File: config.mk
export PLATFORM = sky130hd
export DESIGN_NAME = gbk_ctrl_flat
export DESIGN_NICKNAME = d
export VERILOG_FILES = /design/src/rtl/core/gbk_pkg.sv /design/src/rtl/core/gbk_stream_if.sv /design/src/rtl/core/gbk_ctrl.sv /design/src/flat_wrapper.sv
export SDC_FILE = /design/constraint.sdc
export NUM_CORES = 1
export LEC_CHECK = 0
export ABC_AREA = 1
export BUFFER_PORTS_ARGS = -buffer_cell sky130_fd_sc_hd__clkbuf_2
export CAP_MARGIN = 0
export CORE_AREA = 5 5 103 105
export DETAILED_ROUTE_END_ITERATION = 16
export DIE_AREA = 0 0 108 110
export PLACE_DENSITY = 0.79
export RECOVER_POWER = 50
export SYNTH_ARGS = -nofsm -noshare
export SYNTH_HDL_FRONTEND = slang
export SYNTH_SLANG_ARGS = --single-unit
File: constraint.sdc
create_clock -name clk -period 13.9 [get_ports clk]
set_input_delay 0.695 -clock clk [delete_from_list [all_inputs] [get_ports clk]]
set_output_delay 0.695 -clock clk [all_outputs]
set_load 0.05 [all_outputs]
File: src/rtl/core/gbk_pkg.sv
package gbk_pkg;

  localparam int MAX_RADIUS = 3;
  localparam int MAX_WIDTH  = 1024;
  localparam int PIXEL_BITS = 16;
  localparam int ROW_LIMIT  = 1024;
  localparam int WIN        = 2 * MAX_RADIUS + 1;
  localparam int LINES      = 2 * MAX_RADIUS;
  localparam int COL_W      = $clog2(MAX_WIDTH);
  localparam int ROW_W      = $clog2(ROW_LIMIT);
  localparam int SIZE_W     = 11;
  localparam int RAD_W      = 2;
  localparam int WGT_W      = 17;
  localparam int PROD_W     = PIXEL_BITS + WGT_W;
  localparam int ROWSUM_W   = PROD_W + 3;
  localparam int SUM_W      = PROD_W + 7;
  localparam int FRAC_W     = 16;
  localparam int CFG_IDX_W  = 2;
  localparam int CFG_DATA_W = 11;

  typedef logic [PIXEL_BITS-1:0] pix_t;
  typedef logic [COL_W-1:0]      col_t;
  typedef logic [ROW_W-1:0]      row_t;
  typedef logic [SIZE_W-1:0]     size_t;
  typedef logic [RAD_W-1:0]      rad_t;
  typedef logic [WGT_W-1:0]      wgt_t;

  typedef enum logic [CFG_IDX_W-1:0] {
    CFG_RADIUS = 2'd0,
    CFG_WIDTH  = 2'd1,
    CFG_HEIGHT = 2'd2
  } cfg_idx_t;

  // position and result tags of one pixel, carried down the pipeline
  typedef struct packed {
    col_t col;
    logic emit;
    logic last;
    col_t ctr_col;
    row_t ctr_row;
    rad_t radius;
  } pos_t;

  // unsigned Q1.16 weights by radius, |dy|, |dx|
  localparam wgt_t KERN [4][4][4] = '{
    '{'{17'd65536, 17'd0, 17'd0, 17'd0}, '{17'd0, 17'd0, 17'd0, 17'd0},
      '{17'd0, 17'd0, 17'd0, 17'd0},     '{17'd0, 17'd0, 17'd0, 17'd0}},
    '{'{17'd21752, 17'd8002, 17'd0, 17'd0}, '{17'd8002, 17'd2944, 17'd0, 17'd0},
      '{17'd0, 17'd0, 17'd0, 17'd0},        '{17'd0, 17'd0, 17'd0, 17'd0}},
    '{'{17'd10624, 17'd6444, 17'd1438, 17'd0}, '{17'd6444, 17'd3908, 17'd872, 17'd0},
      '{17'd1438, 17'd872, 17'd195, 17'd0},    '{17'd0, 17'd0, 17'd0, 17'd0}},
    '{'{17'd7000, 17'd5016, 17'd1845, 17'd348}, '{17'd5016, 17'd3594, 17'd1322, 17'd250},
      '{17'd1845, 17'd1322, 17'd486, 17'd92},   '{17'd348, 17'd250, 17'd92, 17'd17}}
  };

  // weight of window tap (i, j) for radius r; taps left of or above the window are zero
  function automatic wgt_t win_weight(rad_t r, int i, int j);
    int lo;
    int ctr;
    int di;
    int dj;
    logic [1:0] di_s;
    logic [1:0] dj_s;
    lo  = LINES - 2 * int'(r);
    ctr = LINES - int'(r);
    di  = (i > ctr) ? i - ctr : ctr - i;
    dj  = (j > ctr) ? j - ctr : ctr - j;
    di_s = di[1:0];
    dj_s = dj[1:0];
    if (i < lo || j < lo) begin
      return '0;
    end
    return KERN[r][di_s][dj_s];
  endfunction

endpackage

File: src/rtl/core/gbk_stream_if.sv


interface gbk_cfg_if;
  logic                               valid;
  logic                               ready;
  logic [gbk_pkg::CFG_IDX_W-1:0]      index;
  logic [gbk_pkg::CFG_DATA_W-1:0]     data;
  modport source (output valid, output index, output data, input ready);
  modport sink   (input valid, input index, input data, output ready);
endinterface

File: src/rtl/core/gbk_ctrl.sv
module gbk_ctrl (
  input  logic           clk,
  input  logic           rst_n,
  gbk_cfg_if.sink        cfg_ch,
  input  logic           accept,
  input  logic           frame_start,
  output gbk_pkg::pos_t  pos
);

  gbk_pkg::rad_t  radius_r;
  gbk_pkg::size_t width_r;
  gbk_pkg::size_t height_r;
  gbk_pkg::col_t  col_r, col_nxt;
  gbk_pkg::row_t  row_r, row_nxt;

  gbk_pkg::size_t w, h, c0, r0, c1, r1, r2, cn, rn, two_r, rad_ext;

  assign cfg_ch.ready = 1'b1;

  always_comb begin
    if (width_r == '0) begin
      w = gbk_pkg::SIZE_W'(1);
    end else if (width_r > gbk_pkg::SIZE_W'(gbk_pkg::MAX_WIDTH)) begin
      w = gbk_pkg::SIZE_W'(gbk_pkg::MAX_WIDTH);
    end else begin
      w = width_r;
    end
    if (height_r == '0) begin
      h = gbk_pkg::SIZE_W'(1);
    end else if (height_r > gbk_pkg::SIZE_W'(gbk_pkg::ROW_LIMIT)) begin
      h = gbk_pkg::SIZE_W'(gbk_pkg::ROW_LIMIT);
    end else begin
      h = height_r;
    end

    c0 = frame_start ? '0 : gbk_pkg::SIZE_W'(col_r);
    r0 = frame_start ? '0 : gbk_pkg::SIZE_W'(row_r);
    // a shrunk size can leave the position out of range
    if (c0 >= w) begin
      c1 = '0;
      r1 = r0 + gbk_pkg::SIZE_W'(1);
    end else begin
      c1 = c0;
      r1 = r0;
    end
    r2 = (r1 >= h) ? '0 : r1;

    rad_ext = gbk_pkg::SIZE_W'(radius_r);
    two_r   = rad_ext << 1;

    pos.col     = c1[gbk_pkg::COL_W-1:0];
    pos.emit    = (c1 >= two_r) && (r2 >= two_r);
    pos.last    = (c1 == w - gbk_pkg::SIZE_W'(1)) && (r2 == h - gbk_pkg::SIZE_W'(1));
    pos.ctr_col = gbk_pkg::COL_W'(c1 - rad_ext);
    pos.ctr_row = gbk_pkg::ROW_W'(r2 - rad_ext);
    pos.radius  = radius_r;

    cn = c1 + gbk_pkg::SIZE_W'(1);
    rn = r2 + gbk_pkg::SIZE_W'(1);
    if (cn >= w) begin
      col_nxt = '0;
      row_nxt = (rn >= h) ? '0 : rn[gbk_pkg::ROW_W-1:0];
    end else begin
      col_nxt = cn[gbk_pkg::COL_W-1:0];
      row_nxt = r2[gbk_pkg::ROW_W-1:0];
    end
  end

  always_ff @(posedge clk) begin
    if (!rst_n) begin
      radius_r <= gbk_pkg::RAD_W'(1);
      width_r  <= gbk_pkg::SIZE_W'(gbk_pkg::MAX_WIDTH);
      height_r <= gbk_pkg::SIZE_W'(gbk_pkg::ROW_LIMIT);
      col_r    <= '0;
      row_r    <= '0;
    end else begin
      if (cfg_ch.valid) begin
        case (cfg_ch.index)
          gbk_pkg::CFG_RADIUS: radius_r <= cfg_ch.data[gbk_pkg::RAD_W-1:0];
          gbk_pkg::CFG_WIDTH:  width_r  <= cfg_ch.data;
          gbk_pkg::CFG_HEIGHT: height_r <= cfg_ch.data;
          default: ;
        endcase
      end
      if (accept) begin
        col_r <= col_nxt;
        row_r <= row_nxt;
      end
    end
  end

endmodule

File: src/flat_wrapper.sv
// flat-port wrapper written by rule: the top's interface ports become plain ports
module gbk_ctrl_flat 
  (clk, rst_n, accept, frame_start, pos, cfg_ch_valid, cfg_ch_index, cfg_ch_data, cfg_ch_ready);
  gbk_cfg_if cfg_ch_i ();
  input  logic clk;
  input  logic rst_n;
  input  logic accept;
  input  logic frame_start;
  output gbk_pkg::pos_t pos;
  input wire logic [$bits(cfg_ch_i.valid)-1:0] cfg_ch_valid;
  input wire logic [$bits(cfg_ch_i.index)-1:0] cfg_ch_index;
  input wire logic [$bits(cfg_ch_i.data)-1:0] cfg_ch_data;
  output wire logic [$bits(cfg_ch_i.ready)-1:0] cfg_ch_ready;
  assign cfg_ch_i.valid = cfg_ch_valid;
  assign cfg_ch_i.index = cfg_ch_index;
  assign cfg_ch_i.data = cfg_ch_data;
  assign cfg_ch_ready = cfg_ch_i.ready;
  gbk_ctrl u_core (.clk(clk), .rst_n(rst_n), .cfg_ch(cfg_ch_i), .accept(accept), .frame_start(frame_start), .pos(pos));
endmodule
==> results.tsv <==
metric	value	unit
post-route setup TNS	0	ns
Reg area	881	um^2
worst path arrival time	6.97	ns
share of cells above drive strength 1	14.7	%
Reg clk slew, reported paths	0.09	ns
Fill cells	1015	
Detailed Routing Iterations Pass 1	5	
top_reg_cell synth	dfxtp_1	
initial antenna violation count	0	
Starting Density	58.8	%
Slowest-stage cell, CP	o21bai_1	
antenna-violating nets left	0	
internal power	0.253	mW
Hold Crit Class	reg2reg	
clk_lat worst skew	0.31	ns
Fin Clk Skew	0.00384	ns
top cells by area, synth	nand2_1 (16%), dfxtp_1 (16%), ha_1 (12%), nor2_1 (7.8%), inv_1 (7.0%)	
power per cell area	87.8	mW/mm^2
root buf cell	clkbuf_8	
GR Overflow Total	0	
met3 Track Usage GR	5.65	%
Worst Hold Endpoint	u_core.col_r[2]$_SDFFE_PN0P_	
fin. max-slew vios	0	
vias per cell	5.52	
setup violation total in the final timing report	0	
Post-Synthesis Cells	905	
footprint of the multi-input gates	0.00411	mm^2
Layout area overhead	6.80	%
worst-path fanout max	17	
Clock Tree Buf Depth	2	
met1 usage	40.9	%
Max VDD drop	0.0688	mV
largest net degree at the start of global routing	30	
fin cells	1080	
hold_buf cts	0	
commonest cells in the netlist	nand2_1 (242), nor2_1 (117), inv_1 (104)	
port buffer count	51	
Tcrit/Tclk final	48.5	%
Total Power	0.526	mW
combinational power share	57.2	%
# IOs	53	
placed insts	1072	
setup slack, reg-to-reg	7.16	ns
actual slew at the worst max-slew pin	1.19	ns
Final min period	6.74	ns
leak pwr	3.20	nW
Antenna diodes	0	
DRC viols	0	
total track usage	29.6	%
Reg2Reg Depth	40	
GR peak layer	met2	
HP Start	u_core.col_r[2]$_SDFFE_PN0P_	
Wirelength per Cell	15.6	um
CTS tree	yes	
post-synth top area share	16.2	%
slew margin rel.	19.9	%
sequential share of power	26.1	%
Max-Cap Viols	0	
vias in the first global route	5495	
Crit. End Element	flop	
core area	0.00955	mm^2
HPWL Detailed	13.9	mm
reg-to-reg endpoint	u_core.row_r[9]$_SDFFE_PN0P_	
Psw	0.273	mW
number of synthesized flops with an enable pin	0	
CTS Buf Count	5	
RSZ-0062 raised after global routing	no	
GRT met2 Usage	46.3	%
Final GP Congestion	1.05	
CP startpoint kind	flop	
Fmax achieved	148	MHz
Final nets	1022	
Net Sw Frac	51.8	%
dominant cell type by area after synthesis	nand2_1	
post-CTS resize count	0	
sequential area share after synthesis	15.7	%
clk sinks	44	
Routed WL	16.9	mm
die width	108	um
die area	0.0119	mm^2
Row Count	36	
Crit Reg-Reg Startpoint	u_core.width_r[2]$_SDFFE_PN0P_	
post-CTS setup buffers	0	
Synthesis Warnings	0	
Hold Crit Depth	2	
Slowest Stage Delay on Critical Path	0.50	ns
Distinct cells, synth	48	
first-pass GRT wire length	27.7	mm
Max H-tree Level	2	
Synth Register Bits	44	
Die Height	110	um
CP Class	reg2reg	
top-count cell post-synth	nand2_1	
Clk pwr share	16.6	%
Iter 0 DRT Violations	418	
final number of hold-violating endpoints	0	
Worst path most repeated cell	nand2_1	
Cell Area, Synth	0.00561	mm^2
routed vias	5961	
Synth async-reset ratio	0	%
synthesized area per cell	6.20	um^2
status	finished clean	
syn nets	981	
CP required	14.13	ns
worst max-delay path, delay by kind of cell, from the launching register on:
| kind | cells | cell delay (ns) |
|---|---|---|
| AOI/OAI and AO/OA | 7 | 1.26 |
| adders and majority gates | 4 | 1.23 |
| buffers and inverters | 3 | 0.32 |
| and+or+nand+nor | 26 | 3.50 |
| DFF | 1 | 0.36 |
layout make-up:
cell class / instances / share of cell area (%)
Clock buffer: 6 / 1.38
Sequential cell: 44 / 14.7
Tap cell: 133 / 2.78
Multi-Input combinational cell: 711 / 68.5
Inverter: 131 / 8.29
Timing Repair Buffer: 53 / 4.17
Clock inverter: 2 / 0.167
sequential cells by signal, summed over array words and instances, names as in the netlist:
signal	count
u_core.height_r	11
u_core.col_r	10
u_core.radius_r	2
u_core.row_r	10
u_core.width_r	11
routing by layer:
layer	share of wire [%]	routed length, um	vias up
li1	-	-	2981
met1	45	7590	2700
met2	43	7260	235
met3	8.5	1430	45
met4	3.4	572	0
met5	0	0	-
stage by stage:
stage | hold slack (ns) | utilization, % | cell area [um^2] | worst slack [ns]
floorplan | 0.445 | - | 5610 | 7.90
global placement | 0.453 | 62.1 | 5930 | 7.30
detailed placement | 0.458 | 62.1 | 5930 | 7.22
CTS | 0.471 | 63.1 | 6030 | 7.22
global route | 0.491 | 62.8 | 5990 | 6.53
finish | 0.470 | 62.8 | 5990 | 7.16
placed cells by master, fill, tap and decap left out, types with 29 or more instances in the layout:
cell type and count:
nand2_1 242, nor2_1 117, inv_1 104, nand3_1 59, ha_1 56, a21oi_1 44, dfxtp_1 44, o21ai_0 42
clkbuf_2 35, xor2_1 29
logic make-up after synthesis:
logic type               after synthesis  share of synthesized area [%]
AND/OR/NAND/NOR                      510                           44.3
adder cells (fa/ha/maj)               58                           13.2
XOR/XNOR                              32                           5.13
flip-flops                            44                           15.7
AO/OA/AOI/OAI                        110                           10.7
buffers and inverters                150                           10.9
other                                  1                         0.0668
power by group through the flow:
stage / clock (mW) / sequential (mW) / combinational, mW
floorplan: 0 / 0.140 / 0.234
global placement: 0 / 0.140 / 0.296
detailed placement: 0 / 0.140 / 0.297
CTS: 0.0869 / 0.138 / 0.299
global route: 0.0940 / 0.138 / 0.328
finish: 0.0874 / 0.138 / 0.301
how the worst max path moves through the flow:
stage                                               to  slack [ns]  cells after the start                            from
final                     u_core.row_r[9]$_SDFFE_PN0P_        7.16                     40  u_core.width_r[2]$_SDFFE_PN0P_
after global routing      u_core.row_r[1]$_SDFFE_PN0P_        6.53                     42  u_core.width_r[2]$_SDFFE_PN0P_
after CTS                                      pos[10]        7.22                     32  u_core.width_r[2]$_SDFFE_PN0P_
after detailed placement  u_core.row_r[1]$_SDFFE_PN0P_        7.22                     42                     frame_start
after global placement    u_core.row_r[1]$_SDFFE_PN0P_        7.30                     42                     frame_start
after floorplan                                pos[10]        7.90                     30                     frame_start
Note: power is estimated with default switching activity, not from simulation.
